--- src/rtl/core/link_handshake_sequencer_assert.svh ---
// Assertion macros used by the link handshake sequencer core.
`ifndef LINK_HANDSHAKE_SEQUENCER_ASSERT_SVH
`define LINK_HANDSHAKE_SEQUENCER_ASSERT_SVH

// The consequent must hold in the same cycle as the antecedent.
`define LHS_ASSERT_SAME(label, clk, rst_n, ante, cons) \
	label: assert property (@(posedge clk) disable iff (!rst_n) (ante) |-> (cons)) \
		else $error("link handshake sequencer: same-cycle check failed");

// The consequent must hold in the cycle after the antecedent.
`define LHS_ASSERT_NEXT(label, clk, rst_n, ante, cons) \
	label: assert property (@(posedge clk) disable iff (!rst_n) (ante) |=> (cons)) \
		else $error("link handshake sequencer: next-cycle check failed");

`endif

--- src/rtl/core/lhs_pkg.sv ---
// Package with the types, codes and step tables of the link handshake sequencer.
`default_nettype none
package lhs_pkg;

	localparam int unsigned STEP_W  = 3;
	localparam int unsigned COUNT_W = 16;
	localparam int unsigned BYTE_W  = 8;
	localparam int unsigned CFG_W   = 16;

	localparam logic [COUNT_W-1:0] SWAP_LIMIT_RESET = 16'd4000;
	localparam logic [COUNT_W-1:0] COUNT_MAX        = 16'hFFFF;
	localparam logic [STEP_W-1:0]  STEP_SLOTS       = 3'd5;

	localparam logic CMD_START    = 1'b0;
	localparam logic CMD_EXCHANGE = 1'b1;

	localparam logic CFG_GEN_MODE   = 1'b0;
	localparam logic CFG_SWAP_LIMIT = 1'b1;

	localparam logic [1:0] PHASE_IDLE  = 2'd0;
	localparam logic [1:0] PHASE_ROOM  = 2'd1;
	localparam logic [1:0] PHASE_TABLE = 2'd2;

	localparam logic [1:0] STATUS_BUSY    = 2'd0;
	localparam logic [1:0] STATUS_DONE    = 2'd1;
	localparam logic [1:0] STATUS_NO_GAME = 2'd2;

	localparam logic [1:0] KIND_INDEX = 2'd0;
	localparam logic [1:0] KIND_ROOM  = 2'd1;
	localparam logic [1:0] KIND_ONE   = 2'd2;

	typedef struct packed {
		logic               gen_mode;
		logic [COUNT_W-1:0] swap_limit;
	} lhs_cfg_t;

	typedef struct packed {
		logic [BYTE_W-1:0] send_byte;
		logic [1:0]        status;
		logic              phase_now;
	} lhs_result_t;

	typedef struct packed {
		logic [BYTE_W-1:0] send;
		logic [1:0]        kind;
		logic [BYTE_W-1:0] val;
	} lhs_step_t;

	function automatic lhs_step_t step_entry(input logic gen, input logic table_phase,
			input logic [STEP_W-1:0] step);
		lhs_step_t e;
		e = '{send: 8'h00, kind: KIND_ONE, val: 8'h00};
		unique case ({gen, table_phase, step})
			{1'b0, 1'b0, 3'd0}: e = '{send: 8'h01, kind: KIND_INDEX, val: 8'h00};
			{1'b0, 1'b0, 3'd1}: e = '{send: 8'h60, kind: KIND_ROOM,  val: 8'h00};
			{1'b0, 1'b0, 3'd2}: e = '{send: 8'hD0, kind: KIND_ROOM,  val: 8'h00};
			{1'b0, 1'b0, 3'd3}: e = '{send: 8'hD4, kind: KIND_INDEX, val: 8'h00};
			{1'b0, 1'b1, 3'd0}: e = '{send: 8'h60, kind: KIND_INDEX, val: 8'h00};
			{1'b0, 1'b1, 3'd1}: e = '{send: 8'h60, kind: KIND_ONE,   val: 8'hFD};
			{1'b1, 1'b0, 3'd0}: e = '{send: 8'h01, kind: KIND_ONE,   val: 8'h61};
			{1'b1, 1'b0, 3'd1}: e = '{send: 8'h61, kind: KIND_ONE,   val: 8'hD1};
			{1'b1, 1'b0, 3'd2}: e = '{send: 8'hD1, kind: KIND_ONE,   val: 8'h00};
			{1'b1, 1'b0, 3'd3}: e = '{send: 8'h00, kind: KIND_ONE,   val: 8'hFE};
			{1'b1, 1'b0, 3'd4}: e = '{send: 8'hFE, kind: KIND_ONE,   val: 8'hFE};
			{1'b1, 1'b1, 3'd0}: e = '{send: 8'h75, kind: KIND_ONE,   val: 8'h75};
			{1'b1, 1'b1, 3'd1}: e = '{send: 8'h75, kind: KIND_ONE,   val: 8'h00};
			{1'b1, 1'b1, 3'd2}: e = '{send: 8'h76, kind: KIND_ONE,   val: 8'hFD};
			default:            e = '{send: 8'h00, kind: KIND_ONE,   val: 8'h00};
		endcase
		return e;
	endfunction

	function automatic logic [STEP_W-1:0] step_total(input logic gen, input logic table_phase);
		logic [STEP_W-1:0] t;
		unique case ({gen, table_phase})
			2'b00:   t = 3'd4;
			2'b01:   t = 3'd2;
			2'b10:   t = 3'd5;
			default: t = 3'd3;
		endcase
		return t;
	endfunction

	function automatic logic step_accepts(input lhs_step_t e, input logic [BYTE_W-1:0] b);
		logic ok;
		unique case (e.kind)
			KIND_INDEX: ok = (b >= 8'h60 && b <= 8'h65) || b == 8'h6F;
			KIND_ROOM:  ok = b >= 8'hD0 && b <= 8'hD4;
			default:    ok = b == e.val;
		endcase
		return ok;
	endfunction

endpackage
`default_nettype wire

--- src/rtl/core/lhs_in_if.sv ---
// Request channel carrying commands and received bytes into the sequencer.
`default_nettype none
interface lhs_in_if;
	logic                       valid;
	logic                       ready;
	logic                       cmd;
	logic [lhs_pkg::BYTE_W-1:0] recv_byte;

	modport source (output valid, output cmd, output recv_byte, input ready);
	modport sink (input valid, input cmd, input recv_byte, output ready);
endinterface
`default_nettype wire

--- src/rtl/core/lhs_out_if.sv ---
// Result channel carrying the next byte to send, status and phase.
`default_nettype none
interface lhs_out_if;
	logic                       valid;
	logic                       ready;
	logic [lhs_pkg::BYTE_W-1:0] send_byte;
	logic [1:0]                 status;
	logic                       phase_now;

	modport source (output valid, output send_byte, output status, output phase_now,
		input ready);
	modport sink (input valid, input send_byte, input status, input phase_now,
		output ready);
endinterface
`default_nettype wire

--- src/rtl/core/link_handshake_sequencer.sv ---
// Top level of the link handshake sequencer.
//   channel   direction  carries
//   in        sink       cmd, recv_byte
//   out       source     send_byte, status, phase_now
//   cfg       write      cfg_wr_en, cfg_index, cfg_data
// Each request is stepped by the combinational step logic and the result is
// registered, so one request is taken every cycle while results are drained.
// A result appears in the cycle after its request is accepted.
// in.ready falls only while a held result is not taken by the output side.
// Reset clears the handshake state and the output valid and sets the configuration to its reset values.
`default_nettype none
module link_handshake_sequencer (
	input  wire logic                       clk,
	input  wire logic                       arst_n,
	lhs_in_if.sink                          in,
	lhs_out_if.source                       out,
	input  wire logic                       cfg_wr_en,
	input  wire logic                       cfg_index,
	input  wire logic [lhs_pkg::CFG_W-1:0]  cfg_data
);

	lhs_pkg::lhs_cfg_t     cfg;
	lhs_pkg::lhs_result_t  result;
	logic                  space;
	logic                  accept;

	assign in.ready = space;
	assign accept   = in.valid && space;

	lhs_cfg u_cfg (
		.clk    (clk),
		.arst_n (arst_n),
		.wr_en  (cfg_wr_en),
		.index  (cfg_index),
		.data   (cfg_data),
		.cfg    (cfg)
	);

	lhs_core u_core (
		.clk       (clk),
		.arst_n    (arst_n),
		.accept    (accept),
		.cmd       (in.cmd),
		.recv_byte (in.recv_byte),
		.cfg       (cfg),
		.result    (result)
	);

	lhs_out u_out (
		.clk    (clk),
		.arst_n (arst_n),
		.load   (accept),
		.result (result),
		.space  (space),
		.out    (out)
	);

endmodule
`default_nettype wire

--- src/rtl/core/lhs_cfg.sv ---
// Configuration registers for generation mode and swap limit.
`default_nettype none
module lhs_cfg (
	input  wire logic                        clk,
	input  wire logic                        arst_n,
	input  wire logic                        wr_en,
	input  wire logic                        index,
	input  wire logic [lhs_pkg::CFG_W-1:0]   data,
	output lhs_pkg::lhs_cfg_t                cfg
);

	logic                          gen_mode_q;
	logic [lhs_pkg::COUNT_W-1:0]   swap_limit_q;

	always_ff @(posedge clk or negedge arst_n) begin
		if (!arst_n) begin
			gen_mode_q   <= 1'b0;
			swap_limit_q <= lhs_pkg::SWAP_LIMIT_RESET;
		end else if (wr_en) begin
			unique case (index)
				lhs_pkg::CFG_GEN_MODE:   gen_mode_q   <= data[0];
				lhs_pkg::CFG_SWAP_LIMIT: swap_limit_q <= data[lhs_pkg::COUNT_W-1:0];
				default:                 gen_mode_q   <= gen_mode_q;
			endcase
		end
	end

	assign cfg.gen_mode   = gen_mode_q;
	assign cfg.swap_limit = swap_limit_q;

endmodule
`default_nettype wire

--- src/rtl/core/lhs_core.sv ---
// Handshake state registers with the combinational step and result logic.
`default_nettype none
module lhs_core (
	input  wire logic                       clk,
	input  wire logic                       arst_n,
	input  wire logic                       accept,
	input  wire logic                       cmd,
	input  wire logic [lhs_pkg::BYTE_W-1:0] recv_byte,
	input  lhs_pkg::lhs_cfg_t               cfg,
	output lhs_pkg::lhs_result_t            result
);

	`include "link_handshake_sequencer_assert.svh"

	logic [1:0]                    phase_q, phase_d;
	logic [lhs_pkg::STEP_W-1:0]    step_q, step_d, step_adv, total;
	logic [lhs_pkg::COUNT_W-1:0]   count_q, count_d, count_inc;
	logic [1:0]                    outcome_q, outcome_d;
	logic                          gen_q, gen_d;
	logic                          adv;
	logic [1:0]                    phase_m1;
	lhs_pkg::lhs_step_t            cur_entry, out_entry;

	assign total     = lhs_pkg::step_total(gen_q, phase_q == lhs_pkg::PHASE_TABLE);
	assign cur_entry = lhs_pkg::step_entry(gen_q, phase_q == lhs_pkg::PHASE_TABLE, step_q);
	assign adv       = (step_q < total) && lhs_pkg::step_accepts(cur_entry, recv_byte);
	assign step_adv  = step_q + {2'b00, adv};
	assign count_inc = (count_q == lhs_pkg::COUNT_MAX) ? count_q : count_q + 16'd1;

	always_comb begin
		phase_d   = phase_q;
		step_d    = step_q;
		count_d   = count_q;
		outcome_d = outcome_q;
		gen_d     = gen_q;
		if (cmd == lhs_pkg::CMD_START) begin
			gen_d     = cfg.gen_mode;
			phase_d   = lhs_pkg::PHASE_ROOM;
			step_d    = '0;
			count_d   = '0;
			outcome_d = lhs_pkg::STATUS_BUSY;
		end else if (phase_q != lhs_pkg::PHASE_IDLE && outcome_q == lhs_pkg::STATUS_BUSY) begin
			step_d  = step_adv;
			count_d = count_inc;
			if (count_inc >= cfg.swap_limit) begin
				outcome_d = lhs_pkg::STATUS_NO_GAME;
			end else if (step_adv >= total) begin
				if (phase_q == lhs_pkg::PHASE_ROOM) begin
					phase_d = lhs_pkg::PHASE_TABLE;
					step_d  = '0;
					count_d = '0;
				end else begin
					outcome_d = lhs_pkg::STATUS_DONE;
				end
			end
		end
	end

	assign out_entry = lhs_pkg::step_entry(gen_d, phase_d == lhs_pkg::PHASE_TABLE, step_d);
	assign phase_m1  = phase_d - 2'd1;

	always_comb begin
		if (phase_d == lhs_pkg::PHASE_IDLE) begin
			result.send_byte = '0;
			result.status    = lhs_pkg::STATUS_NO_GAME;
			result.phase_now = 1'b0;
		end else begin
			result.send_byte = (outcome_d == lhs_pkg::STATUS_BUSY && step_d < lhs_pkg::STEP_SLOTS)
				? out_entry.send : '0;
			result.status    = outcome_d;
			result.phase_now = phase_m1[0];
		end
	end

	always_ff @(posedge clk or negedge arst_n) begin
		if (!arst_n) begin
			phase_q   <= lhs_pkg::PHASE_IDLE;
			step_q    <= '0;
			count_q   <= '0;
			outcome_q <= lhs_pkg::STATUS_BUSY;
			gen_q     <= 1'b0;
		end else if (accept) begin
			phase_q   <= phase_d;
			step_q    <= step_d;
			count_q   <= count_d;
			outcome_q <= outcome_d;
			gen_q     <= gen_d;
		end
	end

	`LHS_ASSERT_NEXT(a_start_restarts, clk, arst_n, accept && cmd == lhs_pkg::CMD_START,
		phase_q == lhs_pkg::PHASE_ROOM && step_q == '0 && count_q == '0
		&& outcome_q == lhs_pkg::STATUS_BUSY)
	`LHS_ASSERT_NEXT(a_hold_when_idle, clk, arst_n, !accept,
		$stable(phase_q) && $stable(step_q) && $stable(count_q) && $stable(outcome_q))
	`LHS_ASSERT_SAME(a_idle_is_clean, clk, arst_n, phase_q == lhs_pkg::PHASE_IDLE,
		count_q == '0 && outcome_q == lhs_pkg::STATUS_BUSY)

endmodule
`default_nettype wire

--- src/rtl/core/lhs_out.sv ---
// Output register holding one result until the receiving side takes it.
`default_nettype none
module lhs_out (
	input  wire logic             clk,
	input  wire logic             arst_n,
	input  wire logic             load,
	input  lhs_pkg::lhs_result_t  result,
	output logic                  space,
	lhs_out_if.source             out
);

	logic                  valid_q;
	lhs_pkg::lhs_result_t  data_q;

	assign space = !valid_q || out.ready;

	always_ff @(posedge clk or negedge arst_n) begin
		if (!arst_n) begin
			valid_q <= 1'b0;
		end else if (space) begin
			valid_q <= load;
		end
	end

	always_ff @(posedge clk) begin
		if (load) begin
			data_q <= result;
		end
	end

	assign out.valid     = valid_q;
	assign out.send_byte = data_q.send_byte;
	assign out.status    = data_q.status;
	assign out.phase_now = data_q.phase_now;

endmodule
`default_nettype wire

--- src/flat_wrapper.sv ---
// flat-port wrapper written by rule: the top's interface ports become plain ports
module link_handshake_sequencer_flat 
  (clk, arst_n, cfg_wr_en, cfg_index, cfg_data, in_valid, in_cmd, in_recv_byte, in_ready, out_valid, out_send_byte, out_status, out_phase_now, out_ready);
  lhs_in_if in_i ();
  lhs_out_if out_i ();
  input  wire logic clk;
  input  wire logic arst_n;
  input  wire logic cfg_wr_en;
  input  wire logic cfg_index;
  input  wire logic [lhs_pkg::CFG_W-1:0] cfg_data;
  input wire logic [$bits(in_i.valid)-1:0] in_valid;
  input wire logic [$bits(in_i.cmd)-1:0] in_cmd;
  input wire logic [$bits(in_i.recv_byte)-1:0] in_recv_byte;
  output wire logic [$bits(in_i.ready)-1:0] in_ready;
  output wire logic [$bits(out_i.valid)-1:0] out_valid;
  output wire logic [$bits(out_i.send_byte)-1:0] out_send_byte;
  output wire logic [$bits(out_i.status)-1:0] out_status;
  output wire logic [$bits(out_i.phase_now)-1:0] out_phase_now;
  input wire logic [$bits(out_i.ready)-1:0] out_ready;
  assign in_i.valid = in_valid;
  assign in_i.cmd = in_cmd;
  assign in_i.recv_byte = in_recv_byte;
  assign in_ready = in_i.ready;
  assign out_valid = out_i.valid;
  assign out_send_byte = out_i.send_byte;
  assign out_status = out_i.status;
  assign out_phase_now = out_i.phase_now;
  assign out_i.ready = out_ready;
  link_handshake_sequencer u_core (.clk(clk), .arst_n(arst_n), .in(in_i), .out(out_i), .cfg_wr_en(cfg_wr_en), .cfg_index(cfg_index), .cfg_data(cfg_data));
endmodule
--- config.mk ---
export PLATFORM = sky130hd
export DESIGN_NAME = link_handshake_sequencer_flat
export DESIGN_NICKNAME = d
export VERILOG_FILES = /design/src/rtl/core/lhs_pkg.sv /design/src/rtl/core/lhs_in_if.sv /design/src/rtl/core/lhs_out_if.sv /design/src/rtl/core/link_handshake_sequencer.sv /design/src/rtl/core/lhs_cfg.sv /design/src/rtl/core/lhs_core.sv /design/src/rtl/core/lhs_out.sv /design/src/flat_wrapper.sv
export VERILOG_INCLUDE_DIRS = /design/src /design/src/rtl/core
export SDC_FILE = /design/constraint.sdc
export NUM_CORES = 1
export LEC_CHECK = 0
export ABC_AREA = 1
export BUFFER_PORTS_ARGS = -buffer_cell sky130_fd_sc_hd__buf_4
export CAP_MARGIN = 20
export CORE_MARGIN = 3
export CORE_UTILIZATION = 50
export DETAILED_ROUTE_END_ITERATION = 16
export MAX_ROUTING_LAYER = met4
export PLACE_DENSITY = 0.7
export SYNTH_ARGS = -nofsm -noshare
export SYNTH_HDL_FRONTEND = slang
export SYNTH_SLANG_ARGS = --single-unit
--- constraint.sdc ---
create_clock -name clk -period 4.92 [get_ports clk]
set_input_delay 0.984 -clock clk [delete_from_list [all_inputs] [get_ports clk]]
set_output_delay 0.984 -clock clk [all_outputs]
set_load 0.005 [all_outputs]
==> results.yml <==
hold_path:
  hold_path.class: "reg2reg"
  hp-start: "u_core.u_cfg.swap_limit_q[10]"
outcome:
  status: "complete, no violations"
synth:
  synth_edf_count: 11
  ys.flop_type: "dfrtp_1"
  synth-simple-area-share: 0.271
  synth_seq_area_share: 0.361
  syn_nets: 559
  syn_area_sq_um: 3850
  ys_async_sr_fraction: 0.792
  muxShareOfSynthArea: 0
  synth-adder-area-share: 0.107
  synth-xor-area-share: 0.0247
  synth_top_family_by_area: "simple AND/OR/NAND/NOR gates"
  ys_ff_latch: 53
  synth_cells: 495
  synth_compound_area_frac: 0.138
  syn_avg_cell_area_sq_um: 7.77
  yosys_warnings: 0
  synth.distinct_cells: 47
routing:
  antenna_left: 0
  first_pass_iters: 5
  via_per_inst: 5.17
  route.detailed.drc: 0
  dr_total_vias: 3345
  routedWlPerCell_um: 12.7
  drt-total-wl_um: 8240
  drt-initial-drc-count: 176
pwr:
  powerDensity_nw_per_um2: 247
  p_comb_frac: 0.287
  p_switching_w: 0.000360
  internal_power_w: 0.000741
  pwr-share-seq: 0.470
  peakVddDrop_v: 0.000182
  leakage_nw: 2.31
  swShare: 0.327
  clkPwrFrac: 0.243
sta:
  worst_pin_slew_ns: 0.912
  holdWs_ns: 0.487
  skew_ns: 0.00859
  slew_viol_final: 0
  min_period_ns: 4.44
  hold_violations: 0
  max_slew_margin: 0.390
  fin_crit_sh: 0.903
  final-setup-viol-count: 0
  fin_setup_tns_ns: 0
  maxClockFrequency_ghz: 0.225
clocking:
  postCtsHoldBufs: 0
  clockBufferDepth: 2
  clk_pin_slew_ns: 0.10
  cts_buffers: 5
  clock_sinks: 53
  ctsRootBufferMaster: "clkbuf_8"
  clock_latency_ns: 0.30
  cts_tree: "built"
  h-tree-depth: 2
layout:
  mostFrequentLayoutCell: "nand2_1"
  fin_area_sq_um: 4450
  n_fill_cell: 655
  syn_to_final_growth_pct: 15.7
  ff_latch_area_sq_um: 1390
  antenna_cells: 0
  drive_gt1_frac: 0.232
  multiInputGateArea_sq_um: 2090
  mostFrequentLayoutCells: "95 x nand2_1, 73 x inv_1, 54 x buf_4"
  nNetsFinal: 612
worst_setup_path:
  required_ns: 4.98
  crit_path_max_fanout: 6
  critPathLaunchType: "flop"
  path_common_cell: "ha_1"
  arrival_ns: 4.50
  worstReg2RegStart: "u_core.u_core.step_q[1]"
  critPathLaunch: "u_core.u_core.step_q[1]"
  crit_type: "reg2reg"
  slowest_delay_ns: 0.45
  crit_slowest_cell: "dfrtp_2"
  end_kind: "flop"
global_route:
  antenna_found_initial: 0
  grt_overflow_total: 0
  grt_pass1_wl_um: 14000
  grt_pass1_vias: 3119
  grt_max_degree: 43
  grt_usage: 0.201
die:
  core_sq_um: 7370
  start_util: 0.522
  dieHeight_um: 93.7
  die_width_um: 93.7
  ios: 44
  rows: 31
  dieArea_sq_um: 8780
flow_run:
  drv_cap: 0
placed_design:
  place_hpwl_um: 6300
  gp_congestion: 0.873
  io_buffers: 43
  dpl-instance-area_sq_um: 4270
[through the flow]
stage | std cells | setup slack, ns | util | total power, W
after floorplan | 495 | 0.766 | - | 0.000736
after global placement | 630 | 0.438 | 0.579 | 0.000829
after detailed placement | 630 | 0.305 | 0.579 | 0.000837
after CTS | 637 | 0.283 | 0.593 | 0.00111
after global routing | 647 | -0.0158 | 0.604 | 0.00118
final | 647 | 0.478 | 0.604 | 0.00110
[Yosys cell counts, types with 8 or more instances]
cell type  count  share of area
inv_1         73          0.071
nor2_1        37          0.036
edfxtp_1      11          0.086
ha_1          33           0.11
o22ai_1       11          0.018
dfrtp_1       36           0.23
xor2_1         8          0.018
nand2_1       96          0.094
a21oi_1       33          0.043
nand2_2        8          0.013
nand3_1       21          0.027
nor3_1         9          0.012
inv_2         16          0.016
o21ai_1       14          0.018
o21ai_0       19          0.025
[worst max-delay path: cells and delay by family (launching register included)]
kind	cells	cell delay [ns]
flip-flops	1	0.45
XOR/XNOR	1	0.14
adder cells (fa/ha/maj)	5	1.05
buffers and inverters	5	0.41
AO/OA/AOI/OAI	5	0.69
AND/OR/NAND/NOR	15	1.47
[cells by family after synthesis]
logic type | Yosys count
adders and majority gates | 33
AOI/OAI and AO/OA | 93
buffers and inverters | 99
xor gates and xnor gates | 10
and+or+nand+nor | 207
DFF | 53
[power by group through the flow]
stage | clock (W) | combinational [W] | sequential [W]
final | 0.000268 | 0.000315 | 0.000518
after CTS | 0.000280 | 0.000312 | 0.000518
after floorplan | 0 | 0.000213 | 0.000523
after global placement | 0 | 0.000304 | 0.000525
after detailed placement | 0 | 0.000310 | 0.000527
after global routing | 0.000298 | 0.000358 | 0.000523
[worst paths after layout]
kind | end | slack, ns | cells after the start
min in group asynchronous | u_core.u_cfg.swap_limit_q[3] | 0.65 | 1
max in group asynchronous | u_core.u_core.step_q[0] | 3.86 | 1
setup reg to reg | u_core.u_out.out.send_byte[5] | 0.48 | 31
setup / recovery | u_core.u_out.out.send_byte[5] | 0.48 | 31
hold / removal | u_core.u_cfg.swap_limit_q[10] | 0.49 | 2
hold reg to reg | u_core.u_cfg.swap_limit_q[10] | 0.49 | 2
[what timing repair did]
item	in CTS	in global routing
setup endpoints to repair	0	8
gates resized for setup	0	4
buffers inserted	0	9
[routing by layer]
layer,global-route usage,part of all wire
met2,0.304,0.44
met5,-,0
met4,0.0505,0.0092
met1,0.285,0.50
met3,0.0288,0.046
[cell type report]
class / count / share of cell area
clock inverters: 1 / 0.00112
well taps: 99 / 0.0278
inverters: 91 / 0.0773
multi-input cells: 343 / 0.469
repair buffers: 54 / 0.0911
clock buffers: 6 / 0.0211
flip-flops and latches: 53 / 0.313
[registers in the layout (all words and copies together) (netlist names)]
name	cells
u_core.u_cfg.gen_mode_q	1
u_core.u_cfg.swap_limit_q	16
u_core.u_core.count_q	16
u_core.u_core.gen_q	1
u_core.u_core.outcome_q	2
u_core.u_core.phase_q	2
u_core.u_core.step_q	3
u_core.u_out.out.phase_now	1
u_core.u_out.out.send_byte	8
u_core.u_out.out.status	2
u_core.u_out.out.valid	1
(Power assumes the default switching activity.)
